### src/sv/sts_pkg.sv
`timescale 1ns / 1ps

package sts_pkg;

    localparam int KEY_W   = 32;
    localparam int OP_W    = 2;
    localparam int IDX_W   = 10;
    localparam int BOUND_W = 11;
    localparam int POS_W   = 11;

    localparam logic [OP_W-1:0] OP_LOAD  = 2'd0;
    localparam logic [OP_W-1:0] OP_EXACT = 2'd1;
    localparam logic [OP_W-1:0] OP_LOWER = 2'd2;

    typedef enum logic [1:0] {
        S_IDLE,
        S_FIRST,
        S_PROBE,
        S_DONE
    } t_state;

    // Commands from the controller to the datapath.
    typedef struct packed {
        logic load;
        logic first;
        logic probe;
    } t_dp_cmd;

    // Status from the datapath back to the controller.
    typedef struct packed {
        logic in_search;
        logic range_ok;
        logic probe_stop;
    } t_dp_stat;

endpackage

### src/sv/sts_ctrl.sv
`timescale 1ns / 1ps

module sts_ctrl (
    input  logic              i_clk,
    input  logic              i_rst_n,
    input  logic              start,
    input  sts_pkg::t_dp_stat i_stat,
    output logic              busy,
    output logic              o_valid,
    output sts_pkg::t_dp_cmd  o_cmd
);

    sts_pkg::t_state r_state;
    sts_pkg::t_state n_state;

    always_ff @(posedge i_clk) begin
        if (!i_rst_n) begin
            r_state <= sts_pkg::S_IDLE;
        end else begin
            r_state <= n_state;
        end
    end

    always_comb begin
        n_state = r_state;
        case (r_state)
            sts_pkg::S_IDLE: begin
                if (start) begin
                    n_state = i_stat.in_search ? sts_pkg::S_FIRST : sts_pkg::S_DONE;
                end
            end
            sts_pkg::S_FIRST: begin
                n_state = i_stat.range_ok ? sts_pkg::S_PROBE : sts_pkg::S_DONE;
            end
            sts_pkg::S_PROBE: begin
                if (i_stat.probe_stop) begin
                    n_state = sts_pkg::S_DONE;
                end
            end
            sts_pkg::S_DONE: begin
                n_state = sts_pkg::S_IDLE;
            end
            default: begin
                n_state = sts_pkg::S_IDLE;
            end
        endcase
    end

    always_comb begin
        busy        = 1'b1;
        o_valid     = 1'b0;
        o_cmd.load  = 1'b0;
        o_cmd.first = 1'b0;
        o_cmd.probe = 1'b0;
        case (r_state)
            sts_pkg::S_IDLE: begin
                // No item is taken while reset is held.
                busy       = !i_rst_n;
                o_cmd.load = start && i_rst_n;
            end
            sts_pkg::S_FIRST: begin
                o_cmd.first = 1'b1;
            end
            sts_pkg::S_PROBE: begin
                o_cmd.probe = 1'b1;
            end
            sts_pkg::S_DONE: begin
                o_valid = 1'b1;
            end
            default: begin
                busy = 1'b1;
            end
        endcase
    end

endmodule

### config.mk
export PLATFORM = sky130hd
export DESIGN_NAME = sts_ctrl
export DESIGN_NICKNAME = d
export VERILOG_FILES = /design/src/sv/sts_pkg.sv /design/src/sv/sts_ctrl.sv
export SDC_FILE = /design/constraint.sdc
export NUM_CORES = 1
export LEC_CHECK = 0
export BUFFER_PORTS_ARGS = -buffer_cell sky130_fd_sc_hd__buf_2
export CAP_MARGIN = 25
export CORE_AREA = 2 2 39 41
export DETAILED_ROUTE_END_ITERATION = 10
export DIE_AREA = 0 0 41 43
export PLACE_DENSITY = 0.41
export SYNTH_ARGS = -nofsm -noshare
export SYNTH_HDL_FRONTEND = slang
export SYNTH_SLANG_ARGS = --single-unit
### constraint.sdc
create_clock -name i_clk -period 1.8 [get_ports i_clk]
set_clock_uncertainty 0.1 [all_clocks]
set_input_delay 0.09 -clock i_clk [delete_from_list [all_inputs] [get_ports i_clk]]
set_output_delay 0.09 -clock i_clk [all_outputs]
set_load 0.02 [all_outputs]
==> impl_table.tex, run 1 <==
\begin{tabular}{lr}
\hline
Metric & Value \\
\hline
\multicolumn{2}{l}{\textbf{Status}} \\
Result of the run & complete, no violations \\
\multicolumn{2}{l}{\textbf{Clocking}} \\
Clock H-tree levels & 1 \\
Clk slew on worst S/H paths & 0.03 ns \\
TritonCTS Sinks & 2 \\
Cell at the root of the clock tree & sky130\_fd\_sc\_hd\_\_clkbuf\_4 \\
Clk Latency, worst-skew pair & 0.22 ns \\
Post-cts hold buffer count & 0 \\
Inserted Clock Buffers & 3 \\
TritonCTS clock tree & built \\
Quantity of gates resized following cts & 0 \\
Setup bufs post-CTS & 0 \\
Buffer levels on the longest clock path & 2 \\
\multicolumn{2}{l}{\textbf{Finish}} \\
Most flops, register & r\_state \\
Number of flip-flops under the largest register name & 2 \\
Final core area utilization & 20.9\% \\
Fraction of final layout cells sized beyond drive strength 1 & 44.4\% \\
Antenna diode count & 0 \\
Area overhead of the layout relative to synthesis & 53.0\% \\
Registers with the highest flip-flop counts & r\_state: 2 flops \\
Net count, final & 48 \\
Layout Cells excl Fill & 52 \\
\multicolumn{2}{l}{\textbf{Place}} \\
Number of placed instances, taps included & 49 \\
Port bufs & 10 \\
Dpl hpwl & 335 um \\
Weighted congestion at the end of routability-driven global placement & 0.706 \\
\multicolumn{2}{l}{\textbf{Logic synthesis}} \\
Post-Synth Simple-Gate Area & 34.4\% \\
Fraction of the mapped netlist area in compound gates & 13.9\% \\
Register area share after synthesis & 21.2\% \\
Fraction of synthesized cell area taken by the top area cell type & 26.5\% \\
Number of storage elements in the synthesis netlist & 2 \\
Synthesized cell area & 189 um2 \\
Post-synthesis cell count & 22 \\
Largest area contributor in the synthesized netlist & sky130\_fd\_sc\_hd\_\_ha\_1 \\
Synth Net Count & 32 \\
Adder-cell share of the synthesized area & 26.5\% \\
Xor and xnor fraction of the mapped netlist area & 0\% \\
Largest family of logic cells by synthesized area & simple AND/OR/NAND/NOR gates \\
Mean post-synth cell area & 8.59 um2 \\
Dominant cells by area after synthesis & sky130\_fd\_sc\_hd\_\_ha\_1, sky130\_fd\_sc\_hd\_\_dfxtp\_1, sky130\_fd\_sc\_hd\_\_nor2b\_4, sky130\_fd\_sc\_hd\_\_nor2b\_1, sky130\_fd\_sc\_hd\_\_or4b\_1 \\
Number of distinct library cell variants in the gate-level netlist after synthesis & 14 \\
Count of yosys warnings during synthesis & 0 \\
Multiplexer area fraction after synthesis & 0\% \\
\multicolumn{2}{l}{\textbf{Worst hold path}} \\
Class of the tightest hold or removal check & input pin to flop \\
\multicolumn{2}{l}{\textbf{Drt}} \\
Wirelength, routed & 394 um \\
Residual DRC count & 0 \\
Total via count after detailed routing & 193 \\
DRT Pass-1 Iters & 2 \\
DRC marker count from the first detailed-route iteration & 3 \\
Number of nets with antenna violations after routing & 0 \\
Avg WL per Cell & 7.58 um \\
Avg Vias per Cell & 3.71 \\
\multicolumn{2}{l}{\textbf{Timing}} \\
Final-report max-slew violation count & 0 \\
Maximum operating frequency & 0.613 GHz \\
Minimum hold slack & 0.0336 ns \\
Least-Margin Pin Slew & 0.275 ns \\
Final-report setup violation count & 0 \\
Final hold vios & 0 \\
Aggregate negative setup slack & 0 ns \\
Worst slew slack as a fraction of its limit & 81.4\% \\
Share of the clock period used by the worst path & 90.6\% \\
Setup repair after global routing missed its margin & no \\
Minimum period implied by the final worst setup slack & 1.63 ns \\
\multicolumn{2}{l}{\textbf{Worst setup path}} \\
Crit end category & flop \\
Start-to-end type of the worst setup path & flop to flop \\
Data arrival, critical path & 1.68 ns \\
Maximum net fanout on the critical path & 5 \\
Req. time, crit path & 1.85 ns \\
Startpoint type of the worst setup path & flop \\
\multicolumn{2}{l}{\textbf{Floorplan}} \\
Floorplan core area & 0.00138 mm2 \\
Die W & 41 um \\
Starting utilization of the core area & 13.7\% \\
Top Ports & 11 \\
Overall die height & 43 um \\
Standard-cell row count & 14 \\
DIE AREA & 0.00176 mm2 \\
\multicolumn{2}{l}{\textbf{Global routing}} \\
All-layer global routing usage & 6.21\% \\
Largest net degree at the start of global routing & 7 \\
Vias in the first global route & 167 \\
Grt total ovfl & 0 \\
Wire length of the first global-routing pass & 683 um \\
Antenna violations before repair & 0 \\
\multicolumn{2}{l}{\textbf{Power and ir drop}} \\
Peak VDD IR & 0.000505 V \\
Power per cell area & 1680 mW/mm2 \\
Leak & 0.157 nW \\
\multicolumn{2}{l}{\textbf{Job}} \\
Total of max-cap violations & 0 \\
\hline
\end{tabular}
[kinds of logic (layout without fill, tap and decap cells)]
kind of cell / Yosys count / in the layout
buf+inv: 2 / 16
simple gates: 10 / 10
compound gates: 4 / 4
flops: 2 / 2
fa+ha+maj: 4 / 4
[per-stage QoR]
step | power [mW] | area [um2] | setup slack, ns
after detailed placement | 0.391 | 267 | 0.176
after global routing | 0.543 | 289 | 0.0723
after floorplan | 0.308 | 189 | 0.148
after CTS | 0.497 | 289 | 0.162
final | 0.485 | 289 | 0.170
after global placement | 0.392 | 267 | 0.166
[cells in the mapped netlist]
library cell and instances:
sky130_fd_sc_hd__nor2b_1 2, sky130_fd_sc_hd__and3_2 1, sky130_fd_sc_hd__o41ai_1 1, sky130_fd_sc_hd__or3_1 1, sky130_fd_sc_hd__inv_1 2, sky130_fd_sc_hd__a21oi_1 1
sky130_fd_sc_hd__nor2b_4 1, sky130_fd_sc_hd__dfxtp_1 2, sky130_fd_sc_hd__a21boi_1 1, sky130_fd_sc_hd__or4b_1 1, sky130_fd_sc_hd__nor2_1 2, sky130_fd_sc_hd__o21ai_0 1
sky130_fd_sc_hd__ha_1 4, sky130_fd_sc_hd__nand2_1 2
[area by class of cell]
class	instances	area [um2]
inverters	2	7.51
clock buffers	3	22.5
fillers	164	1090
well taps	16	20.0
repair buffers	11	57.6
multi-input cells	18	141
flip-flops and latches	2	40.0
[placed cells by master (no fill, tap or decap)]
cell type,count
sky130_fd_sc_hd__buf_2,10
sky130_fd_sc_hd__nand2_1,2
sky130_fd_sc_hd__or3_1,1
sky130_fd_sc_hd__or4b_1,1
sky130_fd_sc_hd__a21boi_1,1
sky130_fd_sc_hd__inv_1,2
sky130_fd_sc_hd__o21ai_0,1
sky130_fd_sc_hd__nor2b_1,2
sky130_fd_sc_hd__clkbuf_4,3
sky130_fd_sc_hd__and3_2,1
sky130_fd_sc_hd__ha_1,4
sky130_fd_sc_hd__nor2b_4,1
sky130_fd_sc_hd__nor2_1,2
sky130_fd_sc_hd__a21oi_1,1
sky130_fd_sc_hd__dfxtp_1,2
sky130_fd_sc_hd__o41ai_1,1
sky130_fd_sc_hd__buf_4,1
[power breakdown]
part / total (mW) / internal [mW] / switching (mW)
combinational: 0.299 / 0.138 / 0.161
sequential: 0.0882 / 0.0664 / 0.0219
clock: 0.0974 / 0.0734 / 0.0240
total: 0.485 / 0.278 / 0.207
[final timing paths]
path                                         startpoint  depth (start not counted)                       to  slack, ns
worst max-delay path            r_state[1]$_SDFFE_PN0P_                          5  r_state[1]$_SDFFE_PN0P_       0.17
worst min-delay path                            i_rst_n                          3  r_state[0]$_SDFFE_PN0P_       0.03
worst max register to register  r_state[1]$_SDFFE_PN0P_                          5  r_state[1]$_SDFFE_PN0P_       0.17
worst min register to register  r_state[1]$_SDFFE_PN0P_                          2  r_state[1]$_SDFFE_PN0P_       0.43
[metal layers]
metal  track usage (%)  vias up  share of wire, %
met5                 0        -                 0
met4              8.00        0                 0
met3              3.14        0                11
met2              6.25        9                38
met1              7.64       78                50
li1                  -      106                 -
[worst max-delay path: stages (launching register included)]
cell	delay [ns]
sky130_fd_sc_hd__dfxtp_1	0.38
sky130_fd_sc_hd__inv_1	0.09
sky130_fd_sc_hd__ha_1	0.20
sky130_fd_sc_hd__nor2b_4	0.13
sky130_fd_sc_hd__or4b_1	0.51
sky130_fd_sc_hd__a21boi_1	0.14
(Power assumes the default switching activity.)
==> run 2: changes to the inputs <==
--- a/config.mk
+++ b/config.mk
@@ -5,12 +5,12 @@
 export SDC_FILE = /design/constraint.sdc
 export NUM_CORES = 1
 export LEC_CHECK = 0
-export BUFFER_PORTS_ARGS = -buffer_cell sky130_fd_sc_hd__buf_2
 export CAP_MARGIN = 25
 export CORE_AREA = 2 2 39 41
 export DETAILED_ROUTE_END_ITERATION = 10
 export DIE_AREA = 0 0 41 43
-export PLACE_DENSITY = 0.41
+export DONT_BUFFER_PORTS = 1
+export PLACE_DENSITY = 0.34
 export SYNTH_ARGS = -nofsm -noshare
 export SYNTH_HDL_FRONTEND = slang
 export SYNTH_SLANG_ARGS = --single-unit
==> run 2 against run 1 <==
- flip-flop and latch count did not move
- global-route usage is 0.40 points higher
- cell area shrank 11%
- first-iteration DRC count up 33%
- sequential power is essentially flat
- die area stayed put
- via count is 11% lower
- highest routed layer is now met4
- critical endpoint unchanged
- critical path depth unchanged
==> impl_table.tex, run 2 (synthesis gave the netlist of run 1 again) <==
\begin{tabular}{lr}
\hline
Metric & Value \\
\hline
\multicolumn{2}{l}{\textbf{Status}} \\
Result of the run & complete, no violations \\
\multicolumn{2}{l}{\textbf{Global routing}} \\
Wire length of the first global-routing pass & 641 um (-6.1\%) \\
Vias in the first global route & 154 (-7.8\%) \\
Antenna violations before repair & 0 (unchanged) \\
Largest net degree at the start of global routing & 7 (unchanged) \\
All-layer global routing usage & 6.61\% (+0.40 points) \\
Grt total ovfl & 0 (unchanged) \\
\multicolumn{2}{l}{\textbf{Finish}} \\
Antenna diode count & 0 (unchanged) \\
Commonest non-fill, non-tap cells in the layout & sky130\_fd\_sc\_hd\_\_ha\_1, sky130\_fd\_sc\_hd\_\_clkbuf\_4 \\
Number of flip-flops under the largest register name & 2 (unchanged) \\
Number of fillers in the final layout & 165 (+0.61\%) \\
Net count, final & 40 (-17\%) \\
Fraction of final layout cells sized beyond drive strength 1 & 25.0\% (-19 points) \\
Most frequent standard cell in the layout excluding fill and tap cells & sky130\_fd\_sc\_hd\_\_ha\_1 \\
Registers with the highest flip-flop counts & r\_state: 2 flops \\
Most flops, register & r\_state \\
Area overhead of the layout relative to synthesis & 35.8\% \\
\multicolumn{2}{l}{\textbf{Timing}} \\
Final-report setup violation count & 0 (unchanged) \\
Final hold vios & 0 (unchanged) \\
Share of the clock period used by the worst path & 91.7\% (+1.1 points) \\
Minimum period implied by the final worst setup slack & 1.65 ns (+0.0205 ns) \\
Least-Margin Pin Slew & 0.289 ns (+0.0139 ns) \\
Aggregate negative setup slack & 0 ns (unchanged) \\
Final-report max-slew violation count & 0 (unchanged) \\
Worst slew slack as a fraction of its limit & 80.5\% (-0.94 points) \\
Smallest setup slack after layout & 0.149 ns (-0.0205 ns) \\
Setup repair after global routing missed its margin & no \\
Maximum operating frequency & 0.606 GHz (-1.2\%) \\
Minimum hold slack & 0.0371 ns (+0.00347 ns) \\
\multicolumn{2}{l}{\textbf{Drt}} \\
Avg WL per Cell & 9.30 um (+23\%) \\
Avg Vias per Cell & 3.89 (+4.7\%) \\
DRT Pass-1 Iters & 4 (+2) \\
Residual DRC count & 0 (unchanged) \\
Total via count after detailed routing & 171 (-11\%) \\
DRC marker count from the first detailed-route iteration & 4 (+1) \\
Number of nets with antenna violations after routing & 0 (unchanged) \\
Wirelength, routed & 409 um (+3.8\%) \\
\multicolumn{2}{l}{\textbf{Power and ir drop}} \\
Leak & 0.123 nW (-22\%) \\
Reported net switching power & 209 uW (+0.87\%) \\
Fraction of power consumed by combinational cells & 60.0\% (-1.7 points) \\
Int Pwr & 272 uW (-2.0\%) \\
Power per cell area & 1880 mW/mm2 (+12\%) \\
Net switching fraction of the power & 43.4\% (+0.70 points) \\
Part of the total power dissipated in the clock network & 21.7\% (+1.6 points) \\
Peak VDD IR & 0.000469 V (-7.0\%) \\
Flop pwr share & 18.3\% (about the same) \\
\multicolumn{2}{l}{\textbf{Clocking}} \\
Inserted Clock Buffers & 3 (unchanged) \\
Post-cts hold buffer count & 1 (+1) \\
TritonCTS Sinks & 2 (unchanged) \\
Clock H-tree levels & 1 (unchanged) \\
TritonCTS clock tree & built \\
Clk slew on worst S/H paths & 0.03 ns (about the same) \\
Cell at the root of the clock tree & sky130\_fd\_sc\_hd\_\_clkbuf\_4 \\
Setup bufs post-CTS & 0 (unchanged) \\
Quantity of gates resized following cts & 0 (unchanged) \\
Clk Latency, worst-skew pair & 0.23 ns (about the same) \\
Buffer levels on the longest clock path & 2 (unchanged) \\
\multicolumn{2}{l}{\textbf{Worst setup path}} \\
Data arrival, critical path & 1.71 ns (+0.03 ns) \\
Worst path max stage delay & 0.52 ns (about the same) \\
Start-to-end type of the worst setup path & flop to flop \\
Crit end category & flop \\
Maximum net fanout on the critical path & 5 (unchanged) \\
Sequence of cells on the critical path & inv\_1 > ha\_1 > nor2b\_4 > or4b\_1 > a21boi\_1 \\
R2R Setup Slk & 0.15 ns (-0.02 ns) \\
Req. time, crit path & 1.86 ns (about the same) \\
Critical path's slowest cell & sky130\_fd\_sc\_hd\_\_or4b\_1 \\
Startpoint type of the worst setup path & flop \\
\multicolumn{2}{l}{\textbf{Floorplan}} \\
Starting utilization of the core area & 13.7\% (unchanged) \\
Standard-cell row count & 14 (unchanged) \\
Overall die height & 43 um (unchanged) \\
Die W & 41 um (unchanged) \\
Floorplan core area & 0.00138 mm2 (unchanged) \\
Top Ports & 11 (unchanged) \\
DIE AREA & 0.00176 mm2 (unchanged) \\
\multicolumn{2}{l}{\textbf{Place}} \\
Dpl hpwl & 334 um (-0.15\%) \\
Weighted congestion at the end of routability-driven global placement & 0.646 (-8.6\%) \\
Port bufs & 0 (-10) \\
Setup WS pre-CTS & 0.160 ns (-0.0151 ns) \\
\multicolumn{2}{l}{\textbf{Worst hold path}} \\
Class of the tightest hold or removal check & input pin to flop \\
\multicolumn{2}{l}{\textbf{Job}} \\
Total of max-cap violations & 0 (unchanged) \\
\hline
\end{tabular}
## run 2: worst paths after layout
kind | start | endpoint | cells past startpoint
max | r_state[1]$_SDFFE_PN0P_ | r_state[1]$_SDFFE_PN0P_ | 5
min | start | r_state[1]$_SDFFE_PN0P_ | 3
max reg2reg | r_state[1]$_SDFFE_PN0P_ | r_state[1]$_SDFFE_PN0P_ | 5
min reg2reg | r_state[1]$_SDFFE_PN0P_ | r_state[1]$_SDFFE_PN0P_ | 2
## run 2: layout make-up
| class | count | area [um2] | share of cell area, % |
|---|---|---|---|
| tap | 16 | 20.0 | 7.80 |
| clock buffer | 3 | 22.5 | 8.78 |
| inverter | 2 | 7.51 | 2.93 |
| multi-input combinational | 18 | 141 | 55.1 |
| sequential | 2 | 40.0 | 15.6 |
| timing repair buffer | 3 | 25.0 | 9.76 |
## run 2: routing by layer
layer	share of wire (%)	track usage [%]	vias to the layer above
met1	41	7.32	70
met5	0	0	-
met2	39	5.94	12
li1	-	-	87
met3	15	4.71	2
met4	4.6	10.0	0
## run 2: power groups by stage
stage	combinational (mW)	sequential [mW]	clock, mW
floorplan	0.225	0.0836	0
global placement	0.286	0.0899	0
detailed placement	0.287	0.0892	0
CTS	0.290	0.0886	0.111
global route	0.314	0.0933	0.123
finish	0.289	0.0881	0.104
## run 2: stage by stage
stage	total power, mW	area, um2	util (%)	std cells
after floorplan	0.308	189	-	22
after global placement	0.376	224	16.2	40
after detailed placement	0.376	224	16.2	40
after CTS	0.490	256	18.5	44
after global routing	0.530	256	18.5	44
final	0.481	256	18.5	44
## run 2: worst max-delay path, delay by kind of cell, from the launching register on
family	cells	cell delay (ns)
AO/OA/AOI/OAI	1	0.15
adder cells (fa/ha/maj)	1	0.21
buffers and inverters	1	0.09
flip-flops	1	0.39
AND/OR/NAND/NOR	2	0.65
==> run 3: changes to the inputs <==
--- a/config.mk
+++ b/config.mk
@@ -5,12 +5,12 @@
 export SDC_FILE = /design/constraint.sdc
 export NUM_CORES = 1
 export LEC_CHECK = 0
+export BUFFER_PORTS_ARGS = -buffer_cell sky130_fd_sc_hd__buf_2
 export CAP_MARGIN = 25
 export CORE_AREA = 2 2 39 41
 export DETAILED_ROUTE_END_ITERATION = 10
 export DIE_AREA = 0 0 41 43
-export DONT_BUFFER_PORTS = 1
-export PLACE_DENSITY = 0.34
+export PLACE_DENSITY = 0.41
 export SYNTH_ARGS = -nofsm -noshare
 export SYNTH_HDL_FRONTEND = slang
 export SYNTH_SLANG_ARGS = --single-unit
==> constraint.sdc (replaced) <==
create_clock -name i_clk -period 1.6 [get_ports i_clk]
set_clock_uncertainty 0.1 [all_clocks]
set_input_delay 0.08 -clock i_clk [delete_from_list [all_inputs] [get_ports i_clk]]
set_output_delay 0.08 -clock i_clk [all_outputs]
set_load 0.02 [all_outputs]
==> run 3 against run 2 <==
- sequential share of layout area fell by 2.0 points
- power rose by 26%
- sequential power rose by 13%
- register-to-register slack got worse by 0.07 ns
- cell area rose by 21%
- clock power rose by 7%
- global-route usage fell by 0.10 points
- hold slack got worse by 0.022 ns
- via count rose by 20%
- clock-buffer cell count did not move
- largest cell class unchanged
- highest routed layer is now met3
==> impl_table.tex, run 3 (synthesis gave the netlist of run 1 again) <==
\begin{tabular}{lr}
\hline
Metric & Value \\
\hline
\multicolumn{2}{l}{\textbf{Finish}} \\
Antenna diode count & 0 (unchanged) \\
Layout Cells excl Fill & 54 (+23\%) \\
Number of flip-flops under the largest register name & 2 (unchanged) \\
Fraction of final layout cells sized beyond drive strength 1 & 63.2\% (+38 points) \\
Net count, final & 50 (+25\%) \\
Most frequent standard cell in the layout excluding fill and tap cells & sky130\_fd\_sc\_hd\_\_buf\_2 \\
Area overhead of the layout relative to synthesis & 64.9\% \\
Commonest non-fill, non-tap cells in the layout & sky130\_fd\_sc\_hd\_\_buf\_2, sky130\_fd\_sc\_hd\_\_clkbuf\_4, sky130\_fd\_sc\_hd\_\_buf\_4 \\
Most flops, register & r\_state \\
Registers with the highest flip-flop counts & r\_state: 2 flops \\
\multicolumn{2}{l}{\textbf{Drt}} \\
Total via count after detailed routing & 205 (+20\%) \\
Wirelength, routed & 450 um (+10\%) \\
Avg WL per Cell & 8.33 um (-10\%) \\
Number of nets with antenna violations after routing & 0 (unchanged) \\
DRT Pass-1 Iters & 2 (-2) \\
Avg Vias per Cell & 3.80 (-2.3\%) \\
Residual DRC count & 0 (unchanged) \\
DRC marker count from the first detailed-route iteration & 1 (-3) \\
\multicolumn{2}{l}{\textbf{Timing}} \\
Minimum hold slack & 0.0152 ns (-0.0218 ns) \\
Share of the clock period used by the worst path & 95.3\% (+3.6 points) \\
Aggregate negative setup slack & 0 ns (unchanged) \\
Final hold vios & 0 (unchanged) \\
Maximum operating frequency & 0.656 GHz (+8.2\%) \\
Final-report setup violation count & 0 (unchanged) \\
Worst slew slack as a fraction of its limit & 82.1\% (+1.7 points) \\
Setup repair after global routing missed its margin & no \\
Final-report max-slew violation count & 0 (unchanged) \\
Least-Margin Pin Slew & 0.265 ns (-0.0246 ns) \\
Minimum period implied by the final worst setup slack & 1.53 ns (-0.126 ns) \\
\multicolumn{2}{l}{\textbf{Floorplan}} \\
Starting utilization of the core area & 13.7\% (unchanged) \\
Top Ports & 11 (unchanged) \\
Floorplan core area & 0.00138 mm2 (unchanged) \\
Die W & 41 um (unchanged) \\
Standard-cell row count & 14 (unchanged) \\
DIE AREA & 0.00176 mm2 (unchanged) \\
Overall die height & 43 um (unchanged) \\
\multicolumn{2}{l}{\textbf{Worst setup path}} \\
Data arrival, critical path & 1.58 ns (-0.13 ns) \\
Number of buffers and inverters on the critical path & 1 (unchanged) \\
Sequence of cells on the critical path & inv\_2 > ha\_2 > nor2b\_4 > or4b\_1 > a21boi\_1 \\
Startpoint of the worst register-to-register path & r\_state[1]\$\_SDFFE\_PN0P\_ \\
Req. time, crit path & 1.65 ns (-0.21 ns) \\
Critical path's slowest cell & sky130\_fd\_sc\_hd\_\_or4b\_1 \\
Worst r2r dst & r\_state[1]\$\_SDFFE\_PN0P\_ \\
R2R Setup Slk & 0.07 ns (-0.07 ns) \\
CP delay by family, top & simple AND/OR/NAND/NOR gates \\
Start-to-end type of the worst setup path & flop to flop \\
Startpoint type of the worst setup path & flop \\
Crit end category & flop \\
Maximum net fanout on the critical path & 4 (-1) \\
Worst path max stage delay & 0.51 ns (about the same) \\
Cells on worst reg2reg path & 5 (unchanged) \\
\multicolumn{2}{l}{\textbf{Job}} \\
Total of max-cap violations & 0 (unchanged) \\
\multicolumn{2}{l}{\textbf{Worst hold path}} \\
Class of the tightest hold or removal check & input pin to flop \\
Min-Delay Endpoint & r\_state[0]\$\_SDFFE\_PN0P\_ \\
Hold path startpoint & i\_rst\_n \\
Cell depth of the worst min-delay path & 3 (unchanged) \\
\multicolumn{2}{l}{\textbf{Status}} \\
Result of the run & complete, no violations \\
\multicolumn{2}{l}{\textbf{Clocking}} \\
Clock H-tree levels & 1 (unchanged) \\
Buffer levels on the longest clock path & 2 (unchanged) \\
TritonCTS clock tree & built \\
Inserted Clock Buffers & 3 (unchanged) \\
Clk slew on worst S/H paths & 0.03 ns (about the same) \\
Clk Latency, worst-skew pair & 0.23 ns (about the same) \\
TritonCTS Sinks & 2 (unchanged) \\
Cell at the root of the clock tree & sky130\_fd\_sc\_hd\_\_clkbuf\_4 \\
\multicolumn{2}{l}{\textbf{Place}} \\
Number of placed instances, taps included & 51 (+28\%) \\
Dpl hpwl & 395 um (+18\%) \\
Weighted congestion at the end of routability-driven global placement & 0.771 (+19\%) \\
Port bufs & 10 (+10) \\
\multicolumn{2}{l}{\textbf{Global routing}} \\
Vias in the first global route & 201 (+31\%) \\
Largest net degree at the start of global routing & 5 (-2) \\
All-layer global routing usage & 6.51\% (-0.10 points) \\
Wire length of the first global-routing pass & 752 um (+17\%) \\
Antenna violations before repair & 0 (unchanged) \\
Grt total ovfl & 0 (unchanged) \\
\multicolumn{2}{l}{\textbf{Power and ir drop}} \\
Reported net switching power & 251 uW (+20\%) \\
Peak VDD IR & 0.000548 V (+17\%) \\
Total power of the final layout & 606 uW (+26\%) \\
Part of the total power dissipated in the clock network & 18.4\% (-3.3 points) \\
Fraction of power consumed by combinational cells & 65.1\% (+5.1 points) \\
Flop pwr share & 16.5\% (-1.8 points) \\
Net switching fraction of the power & 41.5\% (-1.9 points) \\
Int Pwr & 354 uW (+30\%) \\
Power per cell area & 1940 mW/mm2 (+3.6\%) \\
Leak & 0.164 nW (+34\%) \\
\hline
\end{tabular}
[run 3: cell type report]
cell class              count  area, um2
inverters                   2       7.51
flip-flops and latches      2       42.5
multi-input cells          18        146
repair buffers             13       72.6
clock buffers               3       22.5
well taps                  16       20.0
fillers                   166       1070
[run 3: worst max-delay path by stage]
stage,cells after the start,slack (ns),startpoint,end
finish,5,0.07,r_state[1]$_SDFFE_PN0P_,r_state[1]$_SDFFE_PN0P_
global placement,5,0.02,r_state[1]$_SDFFE_PN0P_,r_state[1]$_SDFFE_PN0P_
detailed placement,5,0.01,r_state[1]$_SDFFE_PN0P_,r_state[1]$_SDFFE_PN0P_
global route,5,0.004,r_state[1]$_SDFFE_PN0P_,r_state[1]$_SDFFE_PN0P_
floorplan,5,0.02,r_state[0]$_SDFFE_PN0P_,r_state[1]$_SDFFE_PN0P_
CTS,5,0.008,r_state[1]$_SDFFE_PN0P_,r_state[1]$_SDFFE_PN0P_
[run 3: routing by layer]
| metal | GRT usage [%] | vias to the layer above | wire length, um |
|---|---|---|---|
| met4 | 4.00 | 0 | 0 |
| met3 | 3.14 | 0 | 38 |
| met5 | 0 | - | 0 |
| met2 | 8.13 | 9 | 185 |
| li1 | - | 107 | - |
| met1 | 8.60 | 89 | 225 |
[run 3: timing repair]
action,in CTS,in global routing
setup buffers,0,0
hold buffers,0,0
resized for setup,0,4
endpoints found under the setup margin,0,1
[run 3: metrics by stage]
stage | worst slack [ns] | utilization (%) | cell area [um2]
floorplan | 0.0181 | - | 194
global placement | 0.0199 | 20.7 | 287
detailed placement | 0.0144 | 20.7 | 287
CTS | 0.00802 | 22.3 | 309
global route | 0.00352 | 22.5 | 312
finish | 0.0748 | 22.5 | 312
[run 3: power by group through the flow]
stage / combinational, mW / clock [mW] / sequential, mW
finish: 0.394 / 0.111 / 0.0998
CTS: 0.399 / 0.119 / 0.0905
floorplan: 0.261 / 0 / 0.0945
global placement: 0.401 / 0 / 0.0917
detailed placement: 0.398 / 0 / 0.0904
global route: 0.450 / 0.120 / 0.102
[run 3: tightest hold or removal path, stage by stage]
cell and delay [ns]:
sky130_fd_sc_hd__buf_2 0.12, sky130_fd_sc_hd__o41ai_1 0.06, sky130_fd_sc_hd__a21oi_1 0.04
